--- config.mk ---
export PLATFORM = sky130hd
export DESIGN_NAME = exp_golomb_bit_writer_core
export DESIGN_NICKNAME = d
export VERILOG_FILES = /design/src/egbw_pkg.sv /design/src/exp_golomb_bit_writer_core.sv
export SDC_FILE = /design/constraint.sdc
export NUM_CORES = 1
export LEC_CHECK = 0
export ABC_AREA = 1
export BUFFER_PORTS_ARGS = -buffer_cell sky130_fd_sc_hd__clkbuf_2
export CAP_MARGIN = 30
export CELL_PAD_IN_SITES_DETAIL_PLACEMENT = 0
export CELL_PAD_IN_SITES_GLOBAL_PLACEMENT = 1
export CORE_MARGIN = 2
export CORE_UTILIZATION = 28
export DETAILED_ROUTE_END_ITERATION = 7
export GPL_TIMING_DRIVEN = 0
export HOLD_SLACK_MARGIN = 0.12
export PLACE_DENSITY_LB_ADDON = 0.1
export SYNTH_ARGS = -nofsm -noshare
export SYNTH_HDL_FRONTEND = slang
export SYNTH_SLANG_ARGS = --single-unit
--- constraint.sdc ---
create_clock -name clk -period 5.7 [get_ports clk]
set_input_delay 0 -clock clk [delete_from_list [all_inputs] [get_ports clk]]
set_output_delay 0 -clock clk [all_outputs]
set_load 0.005 [all_outputs]
--- src/egbw_pkg.sv ---
// Shared constants of the Exp-Golomb bit writer: operation codes and sizes.
package egbw_pkg;

	// Operation codes carried on the op field
	localparam logic [1:0] OP_FIXED = 2'd0;
	localparam logic [1:0] OP_UE    = 2'd1;
	localparam logic [1:0] OP_SE    = 2'd2;
	localparam logic [1:0] OP_PAD   = 2'd3;

	// Longest fixed field in bits
	localparam int unsigned FIXED_MAX = 8;

	// Pending bits kept between items (always fewer than one byte)
	localparam int unsigned PEND_BITS = 7;

	// Default width limit for the value an Exp-Golomb code can carry
	localparam int unsigned VALUE_BITS_DEF = 32;

endpackage

--- src/exp_golomb_bit_writer_core.sv ---
// MSB-first bitstream writer for fixed fields, ue(v), se(v) and byte padding.
//
// Input channel (in_valid/in_ready): one beat is one syntax element, chosen by
// op: a fixed field of field_bits bits (eight at most) from uvalue, ue(uvalue),
// se(svalue) or zero padding to the next byte boundary. Output channel
// (out_valid/out_ready): one beat per completed byte, first bit in the MSB of
// out_byte; last marks the final byte caused by an input beat. A beat that
// completes no byte produces no output beat; its bits stay pending.
// An input beat is registered into s1 (code value computed on the way in).
// From s1 it merges with the pending bits and loads the byte buffer once the
// buffer is empty or handing out its last byte. The buffer drains one byte per
// cycle while out_ready is high; short header fields run at one beat per cycle
// when the receiver does not stall, and a long code (up to eight bytes) holds
// the next item in s1 until the buffer has drained.
// in_ready stays high while the buffer drains its last byte, so back-to-back
// items see no bubble. When the receiver stalls, the byte buffer holds, s1
// fills and in_ready drops. Reset clears the pending bits and empties s1 and
// the buffer; no output beat is offered until new input arrives.
module exp_golomb_bit_writer_core #(
	parameter int unsigned VALUE_BITS = egbw_pkg::VALUE_BITS_DEF
) (
	input  logic               clk,
	input  logic               arst_n,
	input  logic               in_valid,
	output logic               in_ready,
	input  logic [1:0]         op,
	input  logic [31:0]        uvalue,
	input  logic signed [30:0] svalue,
	input  logic [3:0]         field_bits,
	output logic               out_valid,
	input  logic               out_ready,
	output logic [7:0]         out_byte,
	output logic               last
);

	// Code width, widths of lengths and of the merged word
	localparam int unsigned CW    = (VALUE_BITS < 32) ? VALUE_BITS : 32;
	localparam int unsigned LW    = $clog2(CW + 1);
	localparam int unsigned MAXN  = 2 * CW - 1;
	localparam int unsigned NW    = $clog2(MAXN + 1);
	localparam int unsigned PB    = egbw_pkg::PEND_BITS;
	localparam int unsigned WW    = MAXN + PB;
	localparam int unsigned TW    = $clog2(WW + 1);
	localparam int unsigned NBYTE = WW / 8;
	localparam int unsigned BW    = NBYTE * 8;
	localparam int unsigned CNTW  = $clog2(NBYTE + 1);
	localparam logic [32:0] LIMIT = (33'd1 << CW) - 33'd2;

	logic          s1_v_q;
	logic [1:0]    op_s1;
	logic [CW-1:0] code_s1;
	logic [LW-1:0] flen_s1;

	logic [PB-1:0] pend_q;
	logic [2:0]    pc_q;
	logic [BW-1:0] buf_q;
	logic [CNTW-1:0] cnt_q;

	logic          drain_free;
	logic          fire;

	// Input side: map se, clamp, form the code value
	logic [3:0]    fbc;
	logic [7:0]    fmask;
	logic [31:0]   smag;
	logic [31:0]   smap;
	logic [31:0]   vsel;
	logic [32:0]   vcl;
	logic [32:0]   vinc;
	logic [CW-1:0] code_in;

	always_comb begin
		fbc   = (field_bits > 4'(egbw_pkg::FIXED_MAX)) ? 4'(egbw_pkg::FIXED_MAX) : field_bits;
		fmask = 8'((9'd1 << fbc) - 9'd1);
		smag  = 32'h8000_0000 - {1'b0, $unsigned(svalue)};
		if (svalue[30]) begin
			smap = {smag[30:0], 1'b0};
		end else if (svalue == 31'sd0) begin
			smap = 32'd0;
		end else begin
			smap = {svalue[29:0], 1'b0} - 32'd1;
		end
		vsel = (op == egbw_pkg::OP_SE) ? smap : uvalue;
		vcl  = ({1'b0, vsel} > LIMIT) ? LIMIT : {1'b0, vsel};
		vinc = vcl + 33'd1;
		case (op)
			egbw_pkg::OP_FIXED: code_in = CW'(uvalue[7:0] & fmask);
			egbw_pkg::OP_UE,
			egbw_pkg::OP_SE:    code_in = vinc[CW-1:0];
			default:            code_in = '0;
		endcase
	end

	// Hand-off between s1 and the byte buffer
	assign drain_free = (cnt_q == '0) || ((cnt_q == CNTW'(1)) && out_ready);
	assign fire       = s1_v_q && drain_free;
	assign in_ready   = !s1_v_q || fire;

	// Input register
	always_ff @(posedge clk or negedge arst_n) begin
		if (!arst_n) begin
			s1_v_q <= 1'b0;
		end else if (in_ready) begin
			s1_v_q <= in_valid;
		end
	end

	always_ff @(posedge clk) begin
		if (in_valid && in_ready) begin
			op_s1   <= op;
			code_s1 <= code_in;
			flen_s1 <= LW'(fbc);
		end
	end

	// Merge: code length, append to pending bits, split off whole bytes
	logic [LW-1:0]   clen;
	logic [NW-1:0]   nadd;
	logic [TW-1:0]   tot;
	logic [2:0]      rem;
	logic [CNTW-1:0] nb;
	logic [WW-1:0]   word_r;
	logic [WW-1:0]   word_l;
	logic [BW-1:0]   buf_new;
	logic [PB-1:0]   pend_new;

	always_comb begin
		clen = '0;
		for (int i = 0; i < CW; i++) begin
			if (code_s1[i]) begin
				clen = LW'(i + 1);
			end
		end
		case (op_s1)
			egbw_pkg::OP_FIXED: nadd = NW'(flen_s1);
			egbw_pkg::OP_UE,
			egbw_pkg::OP_SE:    nadd = NW'({clen, 1'b0}) - NW'(1);
			egbw_pkg::OP_PAD:   nadd = (pc_q == 3'd0) ? '0 : NW'(4'd8 - {1'b0, pc_q});
			default:            nadd = '0;
		endcase
		tot      = TW'(pc_q) + TW'(nadd);
		rem      = tot[2:0];
		nb       = CNTW'(tot >> 3);
		word_r   = (WW'(pend_q) << nadd) | WW'(code_s1);
		word_l   = word_r << (TW'(WW) - tot);
		buf_new  = word_l[WW-1 -: BW];
		pend_new = word_r[PB-1:0] & PB'((8'd1 << rem) - 8'd1);
	end

	// Pending bits advance once per merged item
	always_ff @(posedge clk or negedge arst_n) begin
		if (!arst_n) begin
			pend_q <= '0;
			pc_q   <= '0;
		end else if (fire) begin
			pend_q <= pend_new;
			pc_q   <= rem;
		end
	end

	// Byte buffer: load on merge, advance one byte per output beat
	always_ff @(posedge clk or negedge arst_n) begin
		if (!arst_n) begin
			cnt_q <= '0;
		end else if (fire) begin
			cnt_q <= nb;
		end else if (out_valid && out_ready) begin
			cnt_q <= cnt_q - CNTW'(1);
		end
	end

	always_ff @(posedge clk) begin
		if (fire) begin
			buf_q <= buf_new;
		end else if (out_valid && out_ready) begin
			buf_q <= buf_q << 8;
		end
	end

	assign out_valid = (cnt_q != '0);
	assign out_byte  = buf_q[BW-1 -: 8];
	assign last      = (cnt_q == CNTW'(1));

	// Pending register never holds stray bits above the pending count
	a_pend_clean: assert property (@(posedge clk) disable iff (!arst_n)
		(pend_q >> pc_q) == '0)
		else $error("pending bits set above pending count");

	// An item that completes no byte leaves nothing to send
	a_no_byte: assert property (@(posedge clk) disable iff (!arst_n)
		fire && (nb == '0) |=> !out_valid)
		else $error("output beat offered for an item with no byte");

	// A waiting item in s1 holds its code until merged
	a_s1_hold: assert property (@(posedge clk) disable iff (!arst_n)
		s1_v_q && !fire |=> s1_v_q && $stable(code_s1) && $stable(op_s1))
		else $error("s1 item lost or changed while waiting");

	// Draining a non-final byte keeps the run going
	a_drain_on: assert property (@(posedge clk) disable iff (!arst_n)
		out_valid && out_ready && !last |=> out_valid)
		else $error("byte run ended before its last byte");

	// Buffer never holds more bytes than a merge can produce
	a_cnt_max: assert property (@(posedge clk) disable iff (!arst_n)
		fire |=> cnt_q <= CNTW'(NBYTE))
		else $error("byte count beyond buffer size");

endmodule

## After elaboration in Yosys (flattened, before gate mapping)

Cells that the tools add are included.
Widths: inputs -> output; s select.

| storage, ports and cells | value |
|---|---|
| flip-flop bits (word level) | 117 |
| latch bits | 0 |
| RAM bits | 0 |
| ROM bits | 0 |
| bits of input ports | 73 |
| output and inout bits | 11 |
| memories kept | 0 |

| cells by class | value |
|---|---|
| $add $sub $neg | 10 |
| multipliers | 0 |
| divide/modulo/power cells | 0 |
| $lt $le $gt $ge | 2 |
| eq/ne operators | 6 |
| shift-type cells | 4 |
| multiplexer cells | 44 |
| bitwise logic cells | 3 |
| reduce and logical (&&, ||, !) cells | 16 |

Operators with widths:

| cell | number |
|---|---|
| $mux 5 | 31 |
| $mux 32 | 4 |
| $mux 64 | 2 |
| $or 70x32->70 | 1 |
| $shl 7x6->70 | 1 |
| $shl 70x7->70 | 1 |
| $pmux 32 s2 | 1 |
| $add 32x1->32 const B | 1 |
| $gt 32x32->1 const B | 1 |
| $sub 31x1->32 const B | 1 |
| $logic_not 31->1 | 1 |
| $sub 1x31->31 const A | 1 |
| $pmux 6 s3 | 1 |
| $mux 4 | 3 |
| $and 8x8->8 | 1 |
| $shl 1x4->8 const A | 1 |
| $sub 8x1->8 const B | 1 |
| $add 3x6->7 | 1 |
| $and 7x7->7 | 1 |
| $shl 1x3->7 const A | 1 |
| $sub 7x1->7 const B | 1 |
| $sub 7x7->7 const A | 1 |
| $eq 2x2->1 const B | 3 |
| $mux 6 | 1 |
| other kinds (16) | 23 |

## Logic depth before layout (Yosys ltp)

| logic depth | value |
|---|---|
| word-level depth | 38 |
| mapped depth | 55 |
| depth with buffers taken out | 54 |

## Worst setup path after synthesis

No wires, ideal clock.

| timing path | value |
|---|---|
| path kind | reg2reg |
| start point | register code_s1[2] |
| end point | register buf_q[50], data pin |
| library setup time | 0.253 ns |
| arrival | 4.455 ns |
| data required time | 5.447 ns |
| slack | 0.992 ns |
| stages on the path, launching flop included | 51 |
| path buffers | 3 |
| clock period less this slack | 4.708 ns |
| cells stage by stage | edfxtp_1 > inv_1 > nand2_1 > nand2_1 > nand2_1 > nand2_1 > nand2_1 > nand2_1 > nand2_1 > nand2_1 > nand2_1 > nand2_1 > nand2_1 > nand2_1 > nand2_1 > nand2_1 > nand2_1 > nand2_1 > [... 15 more ...] > nand2_1 > nand2_1 > buf_4 > fa_1 > inv_1 > ha_1 > inv_1 > clkbuf_1 > clkbuf_1 > nand3_1 > o21ai_0 > nand2_1 > nand3_1 > o21ai_0 > a21oi_1 > nand2_1 > nand3_1 > nand2_1 |

| on the way | value |
|---|---|
| cells in the longest elaborated chain, start to end | 36 |
| elaborated cells on any way between the ends | 38 |

Ends and longest elaborated chain:

| what | RTL line | source |
|---|---|---|
| start, declared | exp_golomb_bit_writer_core.sv:51 | `logic [CW-1:0] code_s1;` |
| start signal, assigned | exp_golomb_bit_writer_core.sv:111 | `code_s1 <= code_in;` |
| $mux 5 (30 in series) | exp_golomb_bit_writer_core.sv:130 | `if (code_s1[i]) begin` |
| $sub 6x1->6 | exp_golomb_bit_writer_core.sv:137 | `egbw_pkg::OP_SE: nadd = NW'({clen, 1'b0}) - NW'(1);` |
| $pmux 6 s3 | exp_golomb_bit_writer_core.sv:134 | `case (op_s1)` |
| $add 3x6->7 | exp_golomb_bit_writer_core.sv:141 | `tot = TW'(pc_q) + TW'(nadd);` |
| via tot[1] | exp_golomb_bit_writer_core.sv:119 | `logic [TW-1:0] tot;` |
| $sub 7x7->7 | exp_golomb_bit_writer_core.sv:145 | `word_l = word_r << (TW'(WW) - tot);` |
| $shl 70x7->70 | exp_golomb_bit_writer_core.sv:145 |  |
| $mux 64 | exp_golomb_bit_writer_core.sv:173 | `if (fire) begin` |
| end signal, assigned | exp_golomb_bit_writer_core.sv:174 | `buf_q <= buf_new;` |
| end signal, assigned | exp_golomb_bit_writer_core.sv:176 | `buf_q <= buf_q << 8;` |
| end, declared | exp_golomb_bit_writer_core.sv:56 | `logic [BW-1:0] buf_q;` |

The timed path passes the listed nets, and every way through them passes these cells.
A chain may end at the register's enable or synchronous reset.

## Worst setup path in the final report

| timing path | value |
|---|---|
| start point | input port svalue[0] |
| end point | register code_s1[30], data pin |

| on the way | value |
|---|---|
| cells in the longest elaborated chain, start to end | 8 |
| elaborated cells on any way between the ends | 10 |

Ends and longest elaborated chain:

| what | RTL line | source |
|---|---|---|
| start, declared | exp_golomb_bit_writer_core.sv:28 | `input logic signed [30:0] svalue,` |
| $sub 31x1->32 / $logic_not 31->1 (equally long branches) | exp_golomb_bit_writer_core.sv:81, exp_golomb_bit_writer_core.sv:78 |  |
| $mux 32 | exp_golomb_bit_writer_core.sv:78 | `end else if (svalue == 31'sd0) begin` |
| $mux 32 * | exp_golomb_bit_writer_core.sv:76 | `if (svalue[30]) begin` |
| $mux 32 * | exp_golomb_bit_writer_core.sv:83 | `vsel = (op == egbw_pkg::OP_SE) ? smap : uvalue;` |
| $gt 32x32->1 | exp_golomb_bit_writer_core.sv:84 | `vcl = ({1'b0, vsel} > LIMIT) ? LIMIT : {1'b0, vsel};` |
| $mux 32 * | exp_golomb_bit_writer_core.sv:84 |  |
| $add 32x1->32 * | exp_golomb_bit_writer_core.sv:85 | `vinc = vcl + 33'd1;` |
| $pmux 32 s2 * | exp_golomb_bit_writer_core.sv:86 | `case (op)` |
| via code_in[30] | exp_golomb_bit_writer_core.sv:70 | `logic [CW-1:0] code_in;` |

The timed path passes the listed nets; every way through them passes the cells marked *.

==> key figures <==
Cells and area
  • Filler Cell Count: 5511
  • Area occupied by registers: 0.00344 mm^2
  • Antenna fix cells: 0
  • Net count, final: about 2600
  • Layout overhead on the synthesized area: 24.0%
  • Layout cell share with drive strength beyond 1: 0.171
  • Area taken by multi-input logic gates: between 0.009 and 0.01 mm^2
  • Area of all placed cells without fillers: between 0.015 and 0.02 mm^2

Logic synthesis
  • Portion of the post-synthesis area used by sequential elements: 0.251
  • Synthesized area per cell: ~6 um^2
  • Top area cells in the synthesized netlist: sky130_fd_sc_hd__edfxtp_1 (22%), sky130_fd_sc_hd__nand2_1 (20%), sky130_fd_sc_hd__nand3_1 (17%)
  • Synth area leader: sky130_fd_sc_hd__edfxtp_1
  • Cells after Synth: approximately 2300
  • Total standard cell area after synthesis: 0.0137 mm^2
  • YS warnings: 0
  • Number of flops mapped to enable cells by yosys: slightly above 100
  • Portion of synthesized cell area occupied by the leading cell type: 0.224
  • Yosys cell types: 59
  • Most numerous cell in the Yosys netlist: sky130_fd_sc_hd__nand2_1
  • Proportion of register bits with asynchronous set or reset after synthesis: 0.128
  • Main flop type after synthesis: sky130_fd_sc_hd__edfxtp_1
  • Number of flip-flops and latches in the synthesized netlist: approximately 120
  • Synthesized net count: about 2400
  • Top cells by count, synth: sky130_fd_sc_hd__nand2_1 (714), sky130_fd_sc_hd__nand3_1 (478), sky130_fd_sc_hd__nor2_1 (160)

Timing
  • Tmin final: roughly 5.5 ns
  • Worst Clk Skew: 0.0173 ns
  • Setup ws final: around 0.23 ns
  • Max frequency: between 0.15 and 0.2 GHz
  • RSZ-0062 raised after global routing: yes
  • Total setup violations reported at the end of the flow: 0
  • Final Hold Vio Count: 0
  • Slew @ Worst Pin: approximately 0.9 ns
  • Slew margin rel.: 0.386
  • Final cycle utilization of the critical path: 0.959
  • Final slew viol count: 0

Critical path
  • Kind of end point of the critical path: register
  • WP data required: roughly 6.0 ns
  • Launching element of the worst setup path: svalue[0]
  • Flop2flop setup slack: between 0.3 and 0.4 ns
  • Data arrival time of the critical path: between 5 and 6 ns
  • Slowest CP cell: sky130_fd_sc_hd__nor4_4
  • Critical Path Source Type: input pin
  • Worst Reg2Reg Path Length in Cells: 45
  • CP max FO: 4
  • End of the worst register-to-register path: buf_q[53]
  • Stage delay of the slowest cell on the critical path: between 0.3 and 0.4 ns
  • Type of the worst setup path: input pin to register
  • Cell repeated most along the worst path: sky130_fd_sc_hd__inv_2
  • Worst reg2reg startpoint: code_s1[4]

Floorplanning
  • Initial Utilization: 0.281
  • Total die area: just over 0.05 mm^2
  • Vertical extent of the die: between 200 and 250 um
  • Placeable core area: 0.0486 mm^2
  • Floorplan row count: 81
  • I/O Pins: 84
  • Die width: 225 um

Detailed routing
  • Detailed-route wire length per cell: 22.7 um
  • Number of vias per cell: around 5.5
  • Residual DRC count: 0
  • DRC violation total after the first TritonRoute iteration: ~1900
  • Total number of vias: roughly 17000
  • Remaining antenna violation count after routing: 0
  • Number of detailed-routing iterations run before antenna repair: 7
  • Final Routed Wirelength: approximately 70000 um

Placement
  • Post-placement cell area: 0.0149 mm^2
  • Worst slack after detailed placement: -0.993 ns
  • Port buffer count: 83
  • Placed wire-length estimate after detailed placement: roughly 57000 um
  • RePlAce Congestion: 1.00

Job
  • Reported max-cap violation count: 0

Hold path
  • Hold Path Depth: 3
  • HP Class: input pin to register
  • Hold endpoint: code_s1[14]
  • Start point of the worst hold path: uvalue[14]

Global routing
  • Aggregate global routing overflow: 0
  • Vias in the first global route: 16300
  • Antenna violations before repair: 1
  • First-pass GRT wire length: ~100000 um
  • Largest net degree at the start of global routing: roughly 70
  • All-Layer GR Usage: 0.277

Clocking
  • # clock sinks: between 100 and 150
  • Root buffer cell: sky130_fd_sc_hd__clkbuf_16
  • Maximum level of the CTS H-tree: 4
  • Clock transition at the register clock pins on the worst setup and hold paths after CTS: around 0.06 ns
  • Skew-Pair Late Insertion Delay: just under 0.5 ns
  • Clk buf depth: 2
  • Number of buffers created by CTS: 17
  • CTS tree: built

Run status
  • Outcome: finished, final reports clean
## cells in the final DEF (no fill, tap or decap), types with 7 or more instances in the layout
cell type,count
sky130_fd_sc_hd__nand2_1,691
sky130_fd_sc_hd__nand3_1,467
sky130_fd_sc_hd__nor2_1,150
sky130_fd_sc_hd__inv_1,145
sky130_fd_sc_hd__edfxtp_1,102
sky130_fd_sc_hd__clkbuf_2,93
sky130_fd_sc_hd__o21ai_0,84
sky130_fd_sc_hd__a21oi_1,75
sky130_fd_sc_hd__buf_4,60
sky130_fd_sc_hd__nand4_1,54
sky130_fd_sc_hd__o211ai_1,40
sky130_fd_sc_hd__dlygate4sd3_1,37
sky130_fd_sc_hd__inv_2,31
sky130_fd_sc_hd__buf_2,31
sky130_fd_sc_hd__o21ai_1,29
sky130_fd_sc_hd__clkbuf_1,25
sky130_fd_sc_hd__nand2_2,22
sky130_fd_sc_hd__nor2_4,18
sky130_fd_sc_hd__buf_6,18
sky130_fd_sc_hd__ha_1,18
sky130_fd_sc_hd__clkbuf_16,17
sky130_fd_sc_hd__clkbuf_4,16
sky130_fd_sc_hd__xor2_1,16
sky130_fd_sc_hd__dfrtp_1,15
sky130_fd_sc_hd__nor3_1,14
sky130_fd_sc_hd__o21ai_2,14
sky130_fd_sc_hd__buf_1,13
sky130_fd_sc_hd__nor2_2,11
sky130_fd_sc_hd__nor4_1,11
sky130_fd_sc_hd__o21a_1,11
sky130_fd_sc_hd__nand3_2,10
sky130_fd_sc_hd__buf_8,10
sky130_fd_sc_hd__or2_2,7
sky130_fd_sc_hd__nand2_4,7
sky130_fd_sc_hd__xnor2_1,7
## metrics by stage
stage / std cells / setup TNS, ns / hold slack (ns) / utilization
floorplan: 2282 / 0 / -0.296 / -
global route: 3095 / -0.398 / 0.154 / 0.349
finish: 3095 / 0 / 0.161 / 0.349
global placement: 2987 / -44.49 / -0.0139 / 0.306
CTS: 3057 / 0 / 0.121 / 0.329
detailed placement: 2987 / -41.41 / -0.0135 / 0.306
## per-layer routing
metal	part of all wire	wire, um	global-route usage	up-vias
met5	0.00019	13	0	-
met4	0.028	1980	0.0925	2
met3	0.076	5300	0.0473	118
met2	0.45	31300	0.440	688
met1	0.45	31600	0.380	8056
li1	-	-	-	8092
## area by class of cell
type                            count  area share
Inverter                          181      0.0412
Buffer                            146      0.0598
Multi-Input combinational cell   1837       0.553
Tap cell                          622      0.0459
Sequential cell                   117       0.203
Clock inverter                     15     0.00789
Timing Repair Buffer              160      0.0646
Clock buffer                       17      0.0251
## worst max-delay path by stage
stage	end	slack, ns
final	code_s1[30]	0.23
after global routing	buf_q[52]	-0.06
after CTS	buf_q[53]	0.0008
after detailed placement	buf_q[44]	-0.99
after global placement	buf_q[44]	-1.05
after floorplan	buf_q[50]	0.99
## critical path, delay by kind of cell
family                     cells  cell delay [ns]
and+or+nand+nor               25             3.70
AOI/OAI and AO/OA              6             1.00
buffers and inverters         10             0.78
adders and majority gates      2             0.26
## logic make-up after synthesis
group / count (synthesis) / share of synthesized area
and+or+nand+nor: 1487 / 0.484
buffers and inverters: 328 / 0.0976
AOI/OAI and AO/OA: 298 / 0.126
DFF: 117 / 0.251
xor gates and xnor gates: 28 / 0.0190
adders and majority gates: 23 / 0.0216
muxes: 1 / 0.000731
## timing repair
| action | 4_1_cts | 5_1_grt |
|---|---|---|
| pin swaps | 2 | 49 |
| setup endpoints to repair | 65 | 67 |
| endpoints found under the hold margin | 43 | 1 |
| hold buffers | 36 | 1 |
| resized for setup | 101 | 229 |
| cloned | 0 | 1 |
| buffers inserted | 2 | 37 |
## flip-flops by register name (all words and copies together), names as in the netlist
| register | count |
|---|---|
| buf_q | 64 |
| cnt_q | 4 |
| code_s1 | 32 |
| flen_s1 | 4 |
| op_s1 | 2 |
| pc_q | 3 |
| pend_q | 7 |
| s1_v_q | 1 |
Power is left out: the tool's default activity adds up to more than one toggle a clock period on the data nets, which glitch-free logic cannot reach.
